==> src/rtl/assert_macros.svh <==
// Assertion macros shared by the RTL of the dual LED blink controller.
// No dependencies; compiled out when SYNTHESIS is defined.
`ifndef ASSERT_MACROS_SVH
`define ASSERT_MACROS_SVH

`ifndef SYNTHESIS

// Clocked property, disabled while reset is asserted (active low).
`define DLBC_ASSERT(label, clk, rst_n, prop) \
  label: assert property (@(posedge clk) disable iff (!(rst_n)) (prop)) \
    else $error("assertion failed");

// Clocked property that also holds during reset.
`define DLBC_ASSERT_ALWAYS(label, clk, prop) \
  label: assert property (@(posedge clk) (prop)) \
    else $error("assertion failed");

`else

`define DLBC_ASSERT(label, clk, rst_n, prop)
`define DLBC_ASSERT_ALWAYS(label, clk, prop)

`endif

`endif

==> src/rtl/dlbc_pkg.sv <==
// Package for the dual LED blink controller: pattern codes, register
// field codes and the pattern-apply function. No dependencies.
`default_nettype none

package dlbc_pkg;

  // Pattern codes; anything else leaves the LED levels unchanged.
  typedef enum logic [3:0] {
    PAT_NONE      = 4'd0,
    PAT_NET_OFF   = 4'd1,
    PAT_COM_OFF   = 4'd2,
    PAT_NET_ON    = 4'd3,
    PAT_COM_ON    = 4'd4,
    PAT_NET_GREEN = 4'd5,
    PAT_NET_RED   = 4'd6,
    PAT_COM_GREEN = 4'd7,
    PAT_COM_RED   = 4'd8
  } pattern_e;

  // Register slot within one channel's group of four.
  typedef enum logic [1:0] {
    REG_INTERVAL = 2'd0,
    REG_COUNT    = 2'd1,
    REG_PATTERN  = 2'd2,
    REG_ALT      = 2'd3
  } reg_field_e;

  localparam int unsigned NUM_CH         = 2;
  localparam int unsigned CH_NET         = 0;
  localparam int unsigned CH_COM         = 1;
  localparam int unsigned INTERVAL_W     = 32;
  localparam int unsigned COUNT_W        = 16;
  localparam int unsigned PATTERN_W      = 4;
  localparam int unsigned APB_ADDR_W     = 5;
  localparam int unsigned APB_DATA_W     = 32;
  localparam int unsigned MAX_TICK_BITS  = 64;
  localparam int unsigned MAX_COUNT_BITS = 32;

  // LED level bits: 0 net green, 1 net red, 2 com green, 3 com red.
  localparam logic [3:0] LED_RESET = 4'b1010;

  typedef logic [3:0] led_t;

  function automatic led_t apply_pattern(led_t lv, logic [PATTERN_W-1:0] p);
    led_t r;
    r = lv;
    case (p)
      PAT_NET_OFF:   r = lv & 4'b1100;
      PAT_COM_OFF:   r = lv & 4'b0011;
      PAT_NET_ON:    r = lv | 4'b0011;
      PAT_COM_ON:    r = lv | 4'b1100;
      PAT_NET_GREEN: r = {lv[3:2], 2'b01};
      PAT_NET_RED:   r = {lv[3:2], 2'b10};
      PAT_COM_GREEN: r = {2'b01, lv[1:0]};
      PAT_COM_RED:   r = {2'b10, lv[1:0]};
      default:       r = lv;
    endcase
    return r;
  endfunction

endpackage

`default_nettype wire

==> src/rtl/dual_led_blink_controller.sv <==
// Dual LED blink controller top level: APB register file, per-channel
// blink state and a two-deep result buffer. Uses dlbc_pkg, assert_macros.svh.
`default_nettype none
`include "assert_macros.svh"

// Two blink channels (network, communication) drive four LED levels. Each
// tick transfer on the input channel is one call of the periodic handler and
// carries the current time stamp; it yields exactly one transfer of the four
// LED levels on the output channel. A channel with interval 0 keeps showing
// its main pattern; otherwise it alternates between main and alternate
// pattern every time the ticks elapsed since its last toggle reach the
// interval, counting down a nonzero blink count and freezing once it runs
// out. The network channel is evaluated before the communication channel, so
// the communication channel wins on a shared LED. Writing any register of a
// channel rearms it at the next tick transfer (main pattern shown again).
// Registers sit at byte address 4*i: 0 net_interval, 1 net_blink_count,
// 2 net_pattern, 3 net_alt_pattern, 4..7 the same for the communication
// channel. Write registers only while no tick transfer is in flight.
// Rate: one tick transfer per cycle while fewer than two results are held;
// the result is registered into the result buffer. The whole update is a
// subtract and a compare per channel and a four-step pattern decode between
// the state registers. A two-entry result buffer keeps in_ready_o high while
// one result waits; it drops only when two results are held.
module dual_led_blink_controller #(
  parameter int unsigned TICK_BITS  = 32,  // 8..64
  parameter int unsigned COUNT_BITS = 16   // 1..32
) (
  input  wire logic        clk_i,
  input  wire logic        rst_ni,
  // APB-style configuration port
  input  wire logic        psel,
  input  wire logic        penable,
  input  wire logic        pwrite,
  input  wire logic [4:0]  paddr,
  input  wire logic [31:0] pwdata,
  output logic      [31:0] prdata,
  output logic             pready,
  // tick input channel
  input  wire logic        in_valid_i,
  output logic             in_ready_o,
  input  wire logic [31:0] now_tick_i,
  // LED level output channel
  output logic             out_valid_o,
  input  wire logic        out_ready_i,
  output logic             net_green_led_o,
  output logic             net_red_led_o,
  output logic             com_green_led_o,
  output logic             com_red_led_o
);

  localparam int unsigned NCH = dlbc_pkg::NUM_CH;

  // ---------------------------------------------------------------------
  // Configuration registers
  // ---------------------------------------------------------------------
  logic [dlbc_pkg::INTERVAL_W-1:0] interval_q [NCH];
  logic [dlbc_pkg::COUNT_W-1:0]    count_q    [NCH];
  logic [dlbc_pkg::PATTERN_W-1:0]  pat_q      [NCH];
  logic [dlbc_pkg::PATTERN_W-1:0]  alt_q      [NCH];

  logic       cfg_wr;
  logic       cfg_ch;     // 0 network, 1 communication
  logic [1:0] cfg_field;
  logic [NCH-1:0] rearm_set;

  assign pready    = 1'b1;
  assign cfg_wr    = psel & penable & pwrite & pready;
  assign cfg_ch    = paddr[4];
  assign cfg_field = paddr[3:2];

  always_comb begin
    rearm_set = '0;
    if (cfg_wr) begin
      rearm_set[cfg_ch] = 1'b1;
    end
  end

  always_ff @(posedge clk_i or negedge rst_ni) begin
    if (!rst_ni) begin
      for (int c = 0; c < NCH; c++) begin
        interval_q[c] <= '0;
        count_q[c]    <= '0;
        pat_q[c]      <= '0;
        alt_q[c]      <= '0;
      end
    end else if (cfg_wr) begin
      unique case (cfg_field)
        dlbc_pkg::REG_INTERVAL: interval_q[cfg_ch] <= pwdata;
        dlbc_pkg::REG_COUNT:    count_q[cfg_ch]    <= pwdata[dlbc_pkg::COUNT_W-1:0];
        dlbc_pkg::REG_PATTERN:  pat_q[cfg_ch]      <= pwdata[dlbc_pkg::PATTERN_W-1:0];
        dlbc_pkg::REG_ALT:      alt_q[cfg_ch]      <= pwdata[dlbc_pkg::PATTERN_W-1:0];
        default: ;
      endcase
    end
  end

  // Read-back, zero extended
  always_comb begin
    prdata = '0;
    unique case (cfg_field)
      dlbc_pkg::REG_INTERVAL: prdata = interval_q[cfg_ch];
      dlbc_pkg::REG_COUNT:    prdata = {16'd0, count_q[cfg_ch]};
      dlbc_pkg::REG_PATTERN:  prdata = {28'd0, pat_q[cfg_ch]};
      dlbc_pkg::REG_ALT:      prdata = {28'd0, alt_q[cfg_ch]};
      default:                prdata = '0;
    endcase
  end

  // ---------------------------------------------------------------------
  // Blink state
  // ---------------------------------------------------------------------
  logic [NCH-1:0]        rearm_q, rearm_d;
  logic                  phase_q   [NCH];
  logic                  phase_d   [NCH];
  logic                  shown_q   [NCH];
  logic                  shown_d   [NCH];
  logic                  startn_q  [NCH];  // start time capture pending
  logic                  startn_d  [NCH];
  logic [COUNT_BITS-1:0] toggles_q [NCH];
  logic [COUNT_BITS-1:0] toggles_d [NCH];
  logic [TICK_BITS-1:0]  start_q   [NCH];
  logic [TICK_BITS-1:0]  start_d   [NCH];
  dlbc_pkg::led_t        led_q, led_d, led_calc;

  logic                  in_xfer;
  logic [dlbc_pkg::MAX_TICK_BITS-1:0]  now_w;
  logic [TICK_BITS-1:0]                now_t;
  logic [dlbc_pkg::MAX_COUNT_BITS-1:0] cnt_w    [NCH];
  logic [dlbc_pkg::MAX_TICK_BITS-1:0]  elapsed_w[NCH];
  logic [dlbc_pkg::MAX_TICK_BITS-1:0]  iv_w     [NCH];
  logic                  main_en  [NCH];  // interval 0: main pattern every tick
  logic                  show_en  [NCH];  // phase changed: show its pattern
  logic [dlbc_pkg::PATTERN_W-1:0] show_pat [NCH];

  assign in_xfer = in_valid_i & in_ready_o;

  always_comb begin
    now_w = '0;
    now_w[31:0] = now_tick_i;
    now_t = now_w[TICK_BITS-1:0];

    for (int c = 0; c < NCH; c++) begin
      toggles_d[c] = toggles_q[c];
      phase_d[c]   = phase_q[c];
      shown_d[c]   = shown_q[c];
      startn_d[c]  = startn_q[c];
      start_d[c]   = start_q[c];
      main_en[c]   = 1'b0;
      show_en[c]   = 1'b0;
      show_pat[c]  = pat_q[c];
      cnt_w[c]     = '0;
      cnt_w[c][dlbc_pkg::COUNT_W-1:0] = count_q[c];
      elapsed_w[c] = '0;
      iv_w[c]      = '0;
      iv_w[c][dlbc_pkg::INTERVAL_W-1:0] = interval_q[c];

      if (rearm_q[c]) begin
        startn_d[c]  = 1'b1;
        toggles_d[c] = cnt_w[c][COUNT_BITS-1:0];
        phase_d[c]   = 1'b0;
        shown_d[c]   = 1'b1;
      end

      // Limited count at zero: channel frozen
      if (!(toggles_d[c] == '0 && count_q[c] != '0)) begin
        if (interval_q[c] == '0) begin
          main_en[c] = 1'b1;
        end else begin
          if (startn_d[c]) begin
            startn_d[c] = 1'b0;
            start_d[c]  = now_t;
          end
          elapsed_w[c][TICK_BITS-1:0] = now_t - start_d[c];
          if (elapsed_w[c] >= iv_w[c]) begin
            startn_d[c] = 1'b1;
            phase_d[c]  = ~phase_d[c];
            if (count_q[c] != '0) begin
              toggles_d[c] = toggles_d[c] - COUNT_BITS'(1);
            end
          end
        end
        if (phase_d[c] != shown_d[c]) begin
          shown_d[c]  = phase_d[c];
          show_en[c]  = 1'b1;
          show_pat[c] = phase_d[c] ? alt_q[c] : pat_q[c];
        end
      end
    end

    // Network first, then communication; later writes win
    led_calc = led_q;
    for (int c = 0; c < NCH; c++) begin
      if (main_en[c]) begin
        led_calc = dlbc_pkg::apply_pattern(led_calc, pat_q[c]);
      end
      if (show_en[c]) begin
        led_calc = dlbc_pkg::apply_pattern(led_calc, show_pat[c]);
      end
    end

    led_d   = in_xfer ? led_calc : led_q;
    rearm_d = (in_xfer ? '0 : rearm_q) | rearm_set;
  end

  always_ff @(posedge clk_i or negedge rst_ni) begin
    if (!rst_ni) begin
      rearm_q <= '0;
      led_q   <= dlbc_pkg::LED_RESET;
      for (int c = 0; c < NCH; c++) begin
        phase_q[c]   <= 1'b0;
        shown_q[c]   <= 1'b1;
        startn_q[c]  <= 1'b1;
        toggles_q[c] <= '0;
        start_q[c]   <= '0;
      end
    end else begin
      rearm_q <= rearm_d;
      led_q   <= led_d;
      if (in_xfer) begin
        for (int c = 0; c < NCH; c++) begin
          phase_q[c]   <= phase_d[c];
          shown_q[c]   <= shown_d[c];
          startn_q[c]  <= startn_d[c];
          toggles_q[c] <= toggles_d[c];
          start_q[c]   <= start_d[c];
        end
      end
    end
  end

  // ---------------------------------------------------------------------
  // Two-entry result buffer; head entry drives the outputs
  // ---------------------------------------------------------------------
  logic [1:0]     fill_q, fill_d;
  dlbc_pkg::led_t buf0_q, buf0_d, buf1_q, buf1_d;
  logic           out_xfer;

  assign in_ready_o  = (fill_q != 2'd2);
  assign out_valid_o = (fill_q != 2'd0);
  assign out_xfer    = out_valid_o & out_ready_i;

  always_comb begin
    fill_d = fill_q;
    buf0_d = buf0_q;
    buf1_d = buf1_q;
    case ({in_xfer, out_xfer})
      2'b11: begin
        if (fill_q == 2'd1) begin
          buf0_d = led_calc;
        end else begin
          buf0_d = buf1_q;
          buf1_d = led_calc;
        end
      end
      2'b10: begin
        fill_d = fill_q + 2'd1;
        if (fill_q == 2'd0) begin
          buf0_d = led_calc;
        end else begin
          buf1_d = led_calc;
        end
      end
      2'b01: begin
        fill_d = fill_q - 2'd1;
        buf0_d = buf1_q;
      end
      default: ;
    endcase
  end

  always_ff @(posedge clk_i or negedge rst_ni) begin
    if (!rst_ni) begin
      fill_q <= 2'd0;
    end else begin
      fill_q <= fill_d;
    end
  end

  always_ff @(posedge clk_i) begin
    buf0_q <= buf0_d;
    buf1_q <= buf1_d;
  end

  assign net_green_led_o = buf0_q[0];
  assign net_red_led_o   = buf0_q[1];
  assign com_green_led_o = buf0_q[2];
  assign com_red_led_o   = buf0_q[3];

  // ---------------------------------------------------------------------
  // Assertions
  // ---------------------------------------------------------------------
  // buffer never holds more than two results
  `DLBC_ASSERT_ALWAYS(a_fill_range, clk_i, (!rst_ni) || (fill_q != 2'd3))
  // a result pushed without a pop is visible next cycle
  `DLBC_ASSERT(a_push_visible, clk_i, rst_ni, (in_xfer && !out_xfer) |=> out_valid_o)
  // a tick transfer consumes every pending rearm not renewed in that cycle
  `DLBC_ASSERT(a_rearm_consumed, clk_i, rst_ni, (in_xfer && !cfg_wr) |=> (rearm_q == '0))
  // a frozen network channel keeps its phase
  `DLBC_ASSERT(a_net_frozen, clk_i, rst_ni,
    (in_xfer && !rearm_q[0] && toggles_q[0] == '0 && count_q[0] != '0) |=>
    (phase_q[0] == $past(phase_q[0])))

endmodule

`default_nettype wire
==> config.mk <==
export PLATFORM = sky130hd
export DESIGN_NAME = dual_led_blink_controller
export DESIGN_NICKNAME = d
export VERILOG_FILES = /design/src/rtl/dlbc_pkg.sv /design/src/rtl/dual_led_blink_controller.sv
export VERILOG_INCLUDE_DIRS = /design/src /design/src/rtl
export SDC_FILE = /design/constraint.sdc
export NUM_CORES = 1
export LEC_CHECK = 0
export BUFFER_PORTS_ARGS = -buffer_cell sky130_fd_sc_hd__buf_2
export CORE_MARGIN = 3
export CORE_UTILIZATION = 59
export CTS_CLUSTER_DIAMETER = 60
export DETAILED_ROUTE_END_ITERATION = 8
export PLACE_DENSITY_LB_ADDON = 0.25
export SKIP_LAST_GASP = 1
export SLEW_MARGIN = 20
export SYNTH_ARGS = -nofsm -noshare
export SYNTH_HDL_FRONTEND = slang
export SYNTH_SLANG_ARGS = --single-unit
==> constraint.sdc <==
create_clock -name clk_i -period 8.4 [get_ports clk_i]
set_input_delay 1.26 -clock clk_i [delete_from_list [all_inputs] [get_ports clk_i]]
set_output_delay 1.26 -clock clk_i [all_outputs]
set_load 0.02 [all_outputs]
==> PnR_summary.wiki, run 1 <==
{| class="wikitable"
! Metric !! Value
|-
| Clk Tree Root Cell || clkbuf_16
|-
| Clock buffer count from CTS || 30
|-
| TritonCTS clock tree || done
|-
| Effective utilization at floorplan || 60.57%
|-
| Via count || 15430
|-
| Leakage dissipation || 8.825 nW
|-
| Area enclosed by the die boundary || 31970 um^2
|-
| Data required time at the worst endpoint || 8.83 ns
|-
| Outcome || completed
|-
| Net count reported at finish || 2252
|-
| Max clock buf depth || 3
|-
| Total of endpoints with negative setup slack in the final report || 0
|-
| Count of nets left with antenna violations after detail routing || 0
|-
| CTS clock-pin slew for the worst setup and hold paths || 0.06 ns
|-
| Global-route wire length before repair || 78.53 mm
|-
| Critical Path AT || 8.02 ns
|-
| Highest-delay cell along the critical path || nor2_4
|-
| Post-synth design cell area || 17620 um^2
|-
| Fraction of registers with async set or reset after synthesis || 96.52%
|-
| Multi-input logic area || 11080 um^2
|-
| Setup repair after global routing missed its margin || false
|-
| Horizontal die dimension || 178.8 um
|-
| Slew HR || 34.81%
|-
| Final wirelength || 49.36 mm
|-
| Final estimated routing congestion in global placement || 0.9755
|-
| Post-Synthesis Cells || 1977
|-
| Via count of the first global-routing pass || 14780
|-
| Hold-fix buffers, CTS || 0
|-
| Max-slew violation count || 0
|-
| Worst setup SP type || flop
|-
| Setup total negative slack || 0 ns
|-
| Global routing usage summed across all routing layers || 30.90%
|-
| Latest clock arrival within the worst-skew pair || 0.58 ns
|-
| Iteration-0 DRC Markers || 1412
|-
| Commonest non-fill, non-tap cell in the layout || dfrtp_1
|-
| Number of buffers inserted by post-CTS setup repair || 0
|-
| Synthesized net count || 2183
|-
| Ports placed on the boundary || 115
|-
| DR vias/cell || 6.287
|-
| Count of filler cells inserted in the layout || 2362
|-
| Maximum fanout count along the critical path || 22
|-
| Maximum clock frequency || 131.8 MHz
|-
| Height of the die || 178.8 um
|-
| Maximum VDD drop || 0.0002532 V
|-
| Number of hold violations in the final report || 0
|-
| Count of buffering cells on the critical path with inverters included || 1
|-
| Number of distinct library cells after synthesis || 100
|-
| Number of cell rows || 62
|-
| Minimum period implied by the final worst setup slack || 7.586 ns
|-
| Core footprint || 29090 um^2
|-
| Commonest cells after routing, fill and taps aside || dfrtp_1, nor2_1, nand2_1
|-
| Number of sinks on the clock net || 230
|-
| Actual transition at the worst max-transition pin || 0.9779 ns
|-
| Sequential Area || 5806 um^2
|-
| Syn_area_per_cell || 8.913 um^2
|-
| Power density normalized to cell area || 398.2 nW/um^2
|-
| Count of input and output buffers || 111
|-
| Routed wire per std cell || 20.10 um
|-
| YS warnings || 0
|-
| Maximum number of pins on one net before global-route repair || 83
|-
| Post-synthesis sequential area ratio || 32.93%
|-
| Final setup skew || 0.03080 ns
|-
| Number of synthesized flops with an enable pin || 8
|-
| Drc violations || 0
|-
| H-tree Lvls || 1
|-
| Remaining global-route overflow || 0
|-
| # Max-Cap Violations || 0
|-
| Category of the most critical setup path || flop to flop
|-
| Crit end category || flop
|-
| Core occupancy in the finished layout || 66.80%
|-
| First-pass iteration count of the detailed router || 6
|-
| Final HPWL DP || 36.91 mm
|-
| Post-cts repair resize count || 0
|-
| Worst hold path class || flop to flop
|-
| Synthesis-stage register bit count || 230
|-
| Layout overhead on the synthesized area || 10.27%
|-
| Top cell family by delay on the critical path || compound AO/OA/AOI/OAI gates
|-
| Antenna violations before repair || 2
|-
| Top FF cell, synth || dfrtp_1
|-
| Layout cells sized above 1 || 15.37%
|-
| Delay of the slowest critical-path stage || 0.48 ns
|-
| Post-route fraction of the period consumed by the critical path || 90.31%
|}
==> worst paths after layout <==
kind / start / endpoint / slack, ns / cells past startpoint
worst min-delay path: toggles_q[17] / toggles_q[17] / 0.48 / 2
worst max-delay path: startn_q[1] / buf0_q[0] / 0.81 / 31
worst max register to register: startn_q[1] / buf0_q[0] / 0.81 / 31
worst min register to register: toggles_q[17] / toggles_q[17] / 0.48 / 2
min in group asynchronous: rst_ni / toggles_q[14] / 0.64 / 1
max in group asynchronous: rst_ni / rearm_q[0] / 6.29 / 2
==> cells by family (layout without fill, tap and decap cells) <==
| group | count (synthesis) | after routing | synth area share (%) |
|---|---|---|---|
| AOI/OAI and AO/OA | 518 | 518 | 18.70 |
| xor gates and xnor gates | 108 | 108 | 5.368 |
| adders and majority gates | 132 | 132 | 9.387 |
| buffers and inverters | 195 | 287 | 4.431 |
| DFF | 230 | 230 | 32.93 |
| muxes | 184 | 184 | 12.36 |
| other | 1 | 3 | 0.02128 |
| and+or+nand+nor | 609 | 609 | 16.80 |
==> cell type report <==
type | instances | area share (%)
Clock buffer | 43 | 4.321
Inverter | 103 | 1.990
Tap cell | 384 | 2.473
Sequential cell | 230 | 29.88
Multi-Input combinational cell | 1552 | 57.03
Timing Repair Buffer | 129 | 3.690
Antenna cell | 2 | 0.02576
Clock inverter | 12 | 0.5924
==> flip-flops by register name (all words and copies together), names as in the netlist <==
name        cells
fill_q          2
alt_q           8
interval_q     64
led_q           4
phase_q         2
buf1_q          4
startn_q        2
toggles_q      32
cnt_w          32
buf0_q          4
shown_q         2
start_q        64
pat_q           8
rearm_q         2
==> routing by layer <==
metal | vias to the layer above | share of wire (%) | global-route usage (%)
met5 | - | 0 | 0
met4 | 0 | 3.9 | 10.84
met3 | 112 | 6.7 | 4.384
met2 | 581 | 46 | 49.86
met1 | 7506 | 44 | 42.71
li1 | 7235 | - | -
==> cells in the mapped netlist, drive strengths merged, types with 10 or more instances <==
cell	count	area share, %
nor2b	37	1.3
nand4	24	0.89
o21ai	175	5.0
nand2b	25	0.89
inv	102	2.2
buf	27	0.85
nor3	40	1.2
nand3	26	0.81
mux4	20	2.6
or2	10	0.36
xnor2	60	3.0
mux2i	98	5.6
a22oi	16	0.68
a21oi	159	4.6
clkbuf	65	1.4
a21o	44	1.9
ha	129	9.2
dfrtp	216	31
o21a	15	0.64
xor2	48	2.4
and2	17	0.63
nor4	29	1.2
a31oi	10	0.36
nand2	175	3.7
nor2	187	4.0
mux2	66	4.2
==> report_power, final <==
part	switching, mW	total, mW	internal (mW)
combinational	2.66	4.59	1.93
clock	0.518	1.25	0.728
sequential	0.382	1.90	1.52
==> through the flow <==
stage | worst slack (ns) | cells | total power, mW | hold WS, ns | instance area (um^2)
after floorplan | 1.196 | 1977 | 5.241 | 0.4380 | 17620
after global placement | 0.4312 | 2397 | 6.189 | 0.4539 | 18450
after detailed placement | 0.2971 | 2397 | 6.399 | 0.4674 | 18450
after CTS | 0.9169 | 2452 | 7.684 | 0.4747 | 19400
after global routing | 0.1815 | 2455 | 8.356 | 0.5033 | 19430
final | 0.8139 | 2455 | 7.738 | 0.4775 | 19430
==> tightest hold or removal path, delay by kind of cell (launching register included) <==
family	cells	cell delay (ns)
flops	1	0.34
simple gates	2	0.11
Power figures use the tool's default switching activity.
==> run 2, diff against run 1 <==
CORE_UTILIZATION = 45   (was 59)
MAX_ROUTING_LAYER = met4   (was not set)
==> PnR_summary.wiki, run 2 (synthesis results as in run 1) <==
{| class="wikitable"
! Metric !! Value
|-
| Top Metal Used || met4
|-
| Number of hold violations in the final report || 0
|-
| Final setup skew || 0.02299 ns
|-
| Clk Tree Root Cell || clkbuf_16
|-
| Number of buffers inserted by post-CTS setup repair || 0
|-
| Data required time at the worst endpoint || 8.72 ns
|-
| Max clock buf depth || 3
|-
| Latest clock arrival within the worst-skew pair || 0.58 ns
|-
| Routed length on met2 || 22.53 mm
|-
| Number of sinks on the clock net || 230
|-
| Net count reported at finish || 2254
|-
| Post-route fraction of the period consumed by the critical path || 91.89%
|-
| Commonest cells after routing, fill and taps aside || dfrtp_1, nor2_1, nand2_1
|-
| Remaining global-route overflow || 0
|-
| Worst Hold Depth || 2
|-
| Max-slew violation count || 0
|-
| Post-cts repair resize count || 0
|-
| First-pass iteration count of the detailed router || 7
|-
| Global-route wire length before repair || 79.36 mm
|-
| Highest-delay cell along the critical path || o21ai_0
|-
| Maximum clock frequency || 129.6 MHz
|-
| Final estimated routing congestion in global placement || 0.9090
|-
| Crit end category || flop
|-
| Antenna violations before repair || 2
|-
| CTS clock-pin slew for the worst setup and hold paths || 0.06 ns
|-
| Worst reg2reg path startpoint || rearm_q[1]
|-
| TritonCTS clock tree || done
|-
| HP Start || led_q[3]
|-
| Setup total negative slack || 0 ns
|-
| Clock buffer count from CTS || 30
|-
| Maximum number of pins on one net before global-route repair || 102
|-
| Drc violations || 0
|-
| Sequential Area || 5806 um^2
|-
| Worst hold path class || flop to flop
|-
| Count of nets left with antenna violations after detail routing || 0
|-
| Via count || 14990
|-
| Via count of the first global-routing pass || 14250
|-
| Global routing usage summed across all routing layers || 24.66%
|-
| Multi-input logic area || 11080 um^2
|-
| Biggest registers after layout || interval_q x64, start_q x64
|-
| Iteration-0 DRC Markers || 1049
|-
| DR vias/cell || 5.800
|-
| # Max-Cap Violations || 0
|-
| Worst setup SP type || input pin
|-
| Maximum fanout count along the critical path || 7
|-
| Category of the most critical setup path || input pin to flop
|-
| Worst-case register-to-register setup slack || 0.76 ns
|-
| Commonest non-fill, non-tap cell in the layout || dfrtp_1
|-
| Count of input and output buffers || 111
|-
| Height of the die || 203.9 um
|-
| Delay of the slowest critical-path stage || 0.56 ns
|-
| Hold-fix buffers, CTS || 0
|-
| H-tree Lvls || 1
|-
| Effective utilization at floorplan || 46.24%
|-
| Slew HR || 33.56%
|-
| Maximum VDD drop || 0.0001744 V
|-
| Detailed-route wire length on metal 1 || 23.46 mm
|-
| Final HPWL DP || 38.11 mm
|-
| Routed wire per std cell || 19.48 um
|-
| Layout overhead on the synthesized area || 11.87%
|-
| Minimum hold slack || 0.4783 ns
|-
| Worst reg-to-reg path cell count || 29
|-
| Final wirelength || 50.34 mm
|-
| Count of filler cells inserted in the layout || 3485
|-
| Outcome || completed
|-
| Actual transition at the worst max-transition pin || 0.9967 ns
|-
| Wire length on met3 || 2.815 mm
|-
| Setup repair after global routing missed its margin || false
|-
| Leakage dissipation || 8.894 nW
|-
| Minimum period implied by the final worst setup slack || 7.719 ns
|-
| Worst Hold Path EP || led_q[3]
|-
| Horizontal die dimension || 203.9 um
|-
| Total of endpoints with negative setup slack in the final report || 0
|-
| Core footprint || 38110 um^2
|-
| Number of cell rows || 71
|-
| Ports placed on the boundary || 115
|-
| Power density normalized to cell area || 398.7 nW/um^2
|-
| Critical Path AT || 8.04 ns
|-
| Worst reg2reg path endpoint || buf0_q[1]
|-
| Layout cells sized above 1 || 15.60%
|-
| Area enclosed by the die boundary || 41570 um^2
|}
## run 2: cell count changes in the layout (fill, tap and decap cells not counted), sizes merged
cell and change:
buf +2, clkbuf -1, bufinv +4, clkinv +2, clkinvlp -3, inv -2
## run 2: report_power, final
| group | switching (mW) | internal (mW) | total (mW) |
|---|---|---|---|
| clock network | 0.511 | 0.855 | 1.37 |
| registers | 0.373 | 1.52 | 1.89 |
| logic | 2.66 | 1.93 | 4.60 |
| total | 3.55 | 4.31 | 7.86 |
## run 2: worst max path at each step
stage	depth (start not counted)	slack, ns	end	from
after floorplan	33	1.20	buf0_q[1]	rearm_q[1]
after global placement	29	0.28	buf0_q[1]	now_tick_i[0]
after detailed placement	29	0.19	buf0_q[1]	now_tick_i[0]
after CTS	29	0.79	buf0_q[1]	rearm_q[1]
after global routing	30	0.15	buf0_q[1]	now_tick_i[0]
final	29	0.68	buf0_q[1]	now_tick_i[0]
## run 2: per-stage QoR
stage / worst slack (ns) / total power, mW / utilization (%) / instances / cell area [um^2]
CTS: 0.7911 / 7.856 / 51.66 / 2581 / 19690
detailed placement: 0.1851 / 6.444 / 48.87 / 2526 / 18620
floorplan: 1.196 / 5.241 / - / 1977 / 17620
finish: 0.6810 / 7.859 / 51.72 / 2584 / 19710
global placement: 0.2802 / 6.287 / 48.87 / 2526 / 18620
global route: 0.1548 / 8.512 / 51.72 / 2584 / 19710
## run 2: final cells by class
class | count | share of cell area (%)
Timing Repair Buffer | 131 | 3.694
Tap cell | 511 | 3.244
Antenna cell | 2 | 0.02539
Clock buffer | 42 | 4.291
Inverter | 103 | 1.961
Sequential cell | 230 | 29.45
Multi-Input combinational cell | 1552 | 56.23
Clock inverter | 13 | 1.098
## run 2: layer usage
metal | track usage [%] | vias to the layer above
met3 | 3.169 | 83
met1 | 34.70 | 7226
met4 | 7.203 | 0
met2 | 37.55 | 428
met5 | - | -
li1 | - | 7251
## run 2: worst max-delay path: cells and delay by family
| kind | cells | cell delay (ns) |
|---|---|---|
| mux | 1 | 0.38 |
| xor+xnor | 1 | 0.17 |
| simple gates | 3 | 0.57 |
| compound gates | 18 | 4.65 |
| fa+ha+maj | 3 | 0.75 |
| buf+inv | 3 | 0.25 |
==> run 3, diff against run 2 <==
--- a/config.mk
+++ b/config.mk
@@ -13,7 +13,7 @@
 export DETAILED_ROUTE_END_ITERATION = 8
 export MAX_ROUTING_LAYER = met4
-export PLACE_DENSITY_LB_ADDON = 0.25
+export PLACE_DENSITY = 0.73
 export SKIP_LAST_GASP = 1
-export SLEW_MARGIN = 20
+export SLEW_MARGIN = 0
 export SYNTH_ARGS = -nofsm -noshare
 export SYNTH_HDL_FRONTEND = slang
==> constraint.sdc (replaced) <==
create_clock -name clk_i -period 8.4 [get_ports clk_i]
set_input_delay 1.26 -clock clk_i [delete_from_list [all_inputs] [get_ports clk_i]]
set_output_delay 1.26 -clock clk_i [all_outputs]
set_load 0.1 [all_outputs]
==> PnR_summary.wiki, run 3 (synthesis results as in run 1) <==
{| class="wikitable"
! Metric !! Value
|-
| Outcome || completed
|-
| Number of sinks on the clock net || 230
|-
| Number of hold violations in the final report || 0
|-
| Met1 GRT Util || 33.25%
|-
| # Max-Cap Violations || 0
|-
| Met2 demand-to-capacity share in global routing || 38.90%
|-
| Layout cells sized above 1 || 15.74%
|-
| Logic gate share of total power || 59.1%
|-
| Global routing usage summed across all routing layers || 24.82%
|-
| Clock buffer count from CTS || 30
|-
| TritonCTS clock tree || done
|-
| Clk Tree Root Cell || clkbuf_16
|-
| Ports placed on the boundary || 115
|-
| Global-route wire length before repair || 80.82 mm
|-
| Antenna violations before repair || 5
|-
| Final HPWL DP || 37.91 mm
|-
| Max clock buf depth || 3
|-
| Top cell family by delay on the critical path || compound AO/OA/AOI/OAI gates
|-
| Count of buffering cells on the critical path with inverters included || 3
|-
| Total of endpoints with negative setup slack in the final report || 0
|-
| Fraction of power spent switching nets || 46.45%
|-
| Internal || 4.344 mW
|-
| Routed wire per std cell || 19.63 um
|-
| Commonest cells after routing, fill and taps aside || dfrtp_1, nor2_1, nand2_1
|-
| Setup total negative slack || 0 ns
|-
| Layout overhead on the synthesized area || 12.02%
|-
| Iteration-0 DRC Markers || 1233
|-
| Setup repair after global routing missed its margin || false
|-
| Worst slack at placement || 0.2961 ns
|-
| Post-route fraction of the period consumed by the critical path || 91.52%
|-
| Crit end category || flop
|-
| Remaining global-route overflow || 0
|-
| Final setup skew || 0.01579 ns
|-
| Net count reported at finish || 2254
|-
| Worst hold path class || flop to flop
|-
| Area enclosed by the die boundary || 41570 um^2
|-
| Latest clock arrival within the worst-skew pair || 0.57 ns
|-
| Final instance count without filler cells || 2586
|-
| Slew HR || 33.41%
|-
| Drc violations || 0
|-
| Maximum number of pins on one net before global-route repair || 87
|-
| Highest-delay cell along the critical path || a2111oi_2
|-
| Number of placed instances, taps included || 2527
|-
| Height of the die || 203.9 um
|-
| Number of buffers inserted by post-CTS setup repair || 0
|-
| Minimum period implied by the final worst setup slack || 7.688 ns
|-
| Final wirelength || 50.76 mm
|-
| Core footprint || 38110 um^2
|-
| Maximum fanout count along the critical path || 6
|-
| Effective utilization at floorplan || 46.24%
|-
| Via count of the first global-routing pass || 14770
|-
| Horizontal die dimension || 203.9 um
|-
| Actual transition at the worst max-transition pin || 0.9989 ns
|-
| Biggest registers after layout || interval_q x64, start_q x64
|-
| Critical Path AT || 8.11 ns
|-
| Final estimated routing congestion in global placement || 0.9315
|-
| Maximum VDD drop || 0.0001923 V
|-
| Worst setup SP type || input pin
|-
| Hold-fix buffers, CTS || 0
|-
| Power density normalized to cell area || 411.0 nW/um^2
|-
| DR vias/cell || 5.886
|-
| Delay of the slowest critical-path stage || 0.48 ns
|-
| Switching power summed over all nets || 3.768 mW
|-
| Post-cts repair resize count || 0
|-
| Data required time at the worst endpoint || 8.82 ns
|-
| GR Layer Usage met3 || 3.297%
|-
| Count of nets left with antenna violations after detail routing || 0
|-
| First-pass iteration count of the detailed router || 5
|-
| Commonest non-fill, non-tap cell in the layout || dfrtp_1
|-
| Proportion of power drawn by the clock network || 17.5%
|-
| Via count || 15220
|-
| Reg power frac || 23.5%
|-
| Category of the most critical setup path || input pin to flop
|-
| H-tree Lvls || 1
|-
| Max-slew violation count || 0
|-
| Maximum clock frequency || 130.1 MHz
|-
| Count of input and output buffers || 111
|-
| Worst-case setup margin in the final layout || 0.7122 ns
|-
| Number of cell rows || 71
|-
| Leakage dissipation || 8.904 nW
|-
| Routing layer with the top usage in global route || met2
|-
| CTS clock-pin slew for the worst setup and hold paths || 0.06 ns
|}
[run 3: through the flow]
| step | utilization (%) | power, mW | area [um^2] | hold WS [ns] |
|---|---|---|---|---|
| finish | 51.79 | 8.113 | 19740 | 0.4769 |
| detailed placement | 48.88 | 6.627 | 18630 | 0.4588 |
| CTS | 51.77 | 8.091 | 19730 | 0.4752 |
| global route | 51.79 | 8.744 | 19740 | 0.5019 |
| floorplan | - | 5.465 | 17620 | 0.4380 |
| global placement | 48.88 | 6.427 | 18630 | 0.4491 |
[run 3: layout make-up]
type | instances | area [um^2]
Fill cell | 3426 | 18370
Multi-Input combinational cell | 1552 | 11080
Sequential cell | 230 | 5806
Clock buffer | 38 | 842.1
Timing Repair Buffer | 131 | 715.7
Tap cell | 511 | 639.4
Inverter | 103 | 386.6
Clock inverter | 17 | 257.7
Antenna cell | 4 | 10.01
[run 3: power groups by stage]
stage | logic (mW) | registers, mW | clock network, mW
2_1_floorplan | 3.64 | 1.83 | 0
3_3_place_gp | 4.55 | 1.88 | 0
3_5_place_dp | 4.73 | 1.90 | 0
4_1_cts | 4.76 | 1.89 | 1.45
5_1_grt | 5.31 | 1.95 | 1.49
6_report | 4.79 | 1.90 | 1.42
[run 3: worst reg2reg max path: cells and delay by family, from the launching register on]
| kind | cells | cell delay (ns) |
|---|---|---|
| AO/OA/AOI/OAI | 19 | 4.58 |
| AND/OR/NAND/NOR | 5 | 0.88 |
| adder cells (fa/ha/maj) | 2 | 0.64 |
| buffers and inverters | 1 | 0.44 |
| flip-flops | 1 | 0.42 |
| multiplexers | 1 | 0.34 |
| XOR/XNOR | 1 | 0.21 |
[run 3: path summary, 6_finish.rpt]
path	startpoint	to	slack, ns	depth (start not counted)
worst max-delay path	now_tick_i[0]	buf0_q[1]	0.71	31
worst min-delay path	led_q[3]	led_q[3]	0.48	2
worst max register to register	startn_q[1]	buf0_q[1]	0.74	29
worst min register to register	led_q[3]	led_q[3]	0.48	2
max in group asynchronous	rst_ni	interval_q[13]	6.24	2
min in group asynchronous	rst_ni	toggles_q[23]	0.67	1
[run 3: routing by layer]
metal | part of all wire, % | vias up | routed length, um
met3 | 6.5 | 107 | 3314
met2 | 46 | 522 | 23400
li1 | - | 7254 | -
met1 | 44 | 7339 | 22230
met5 | 0 | - | 0
met4 | 3.6 | 0 | 1812
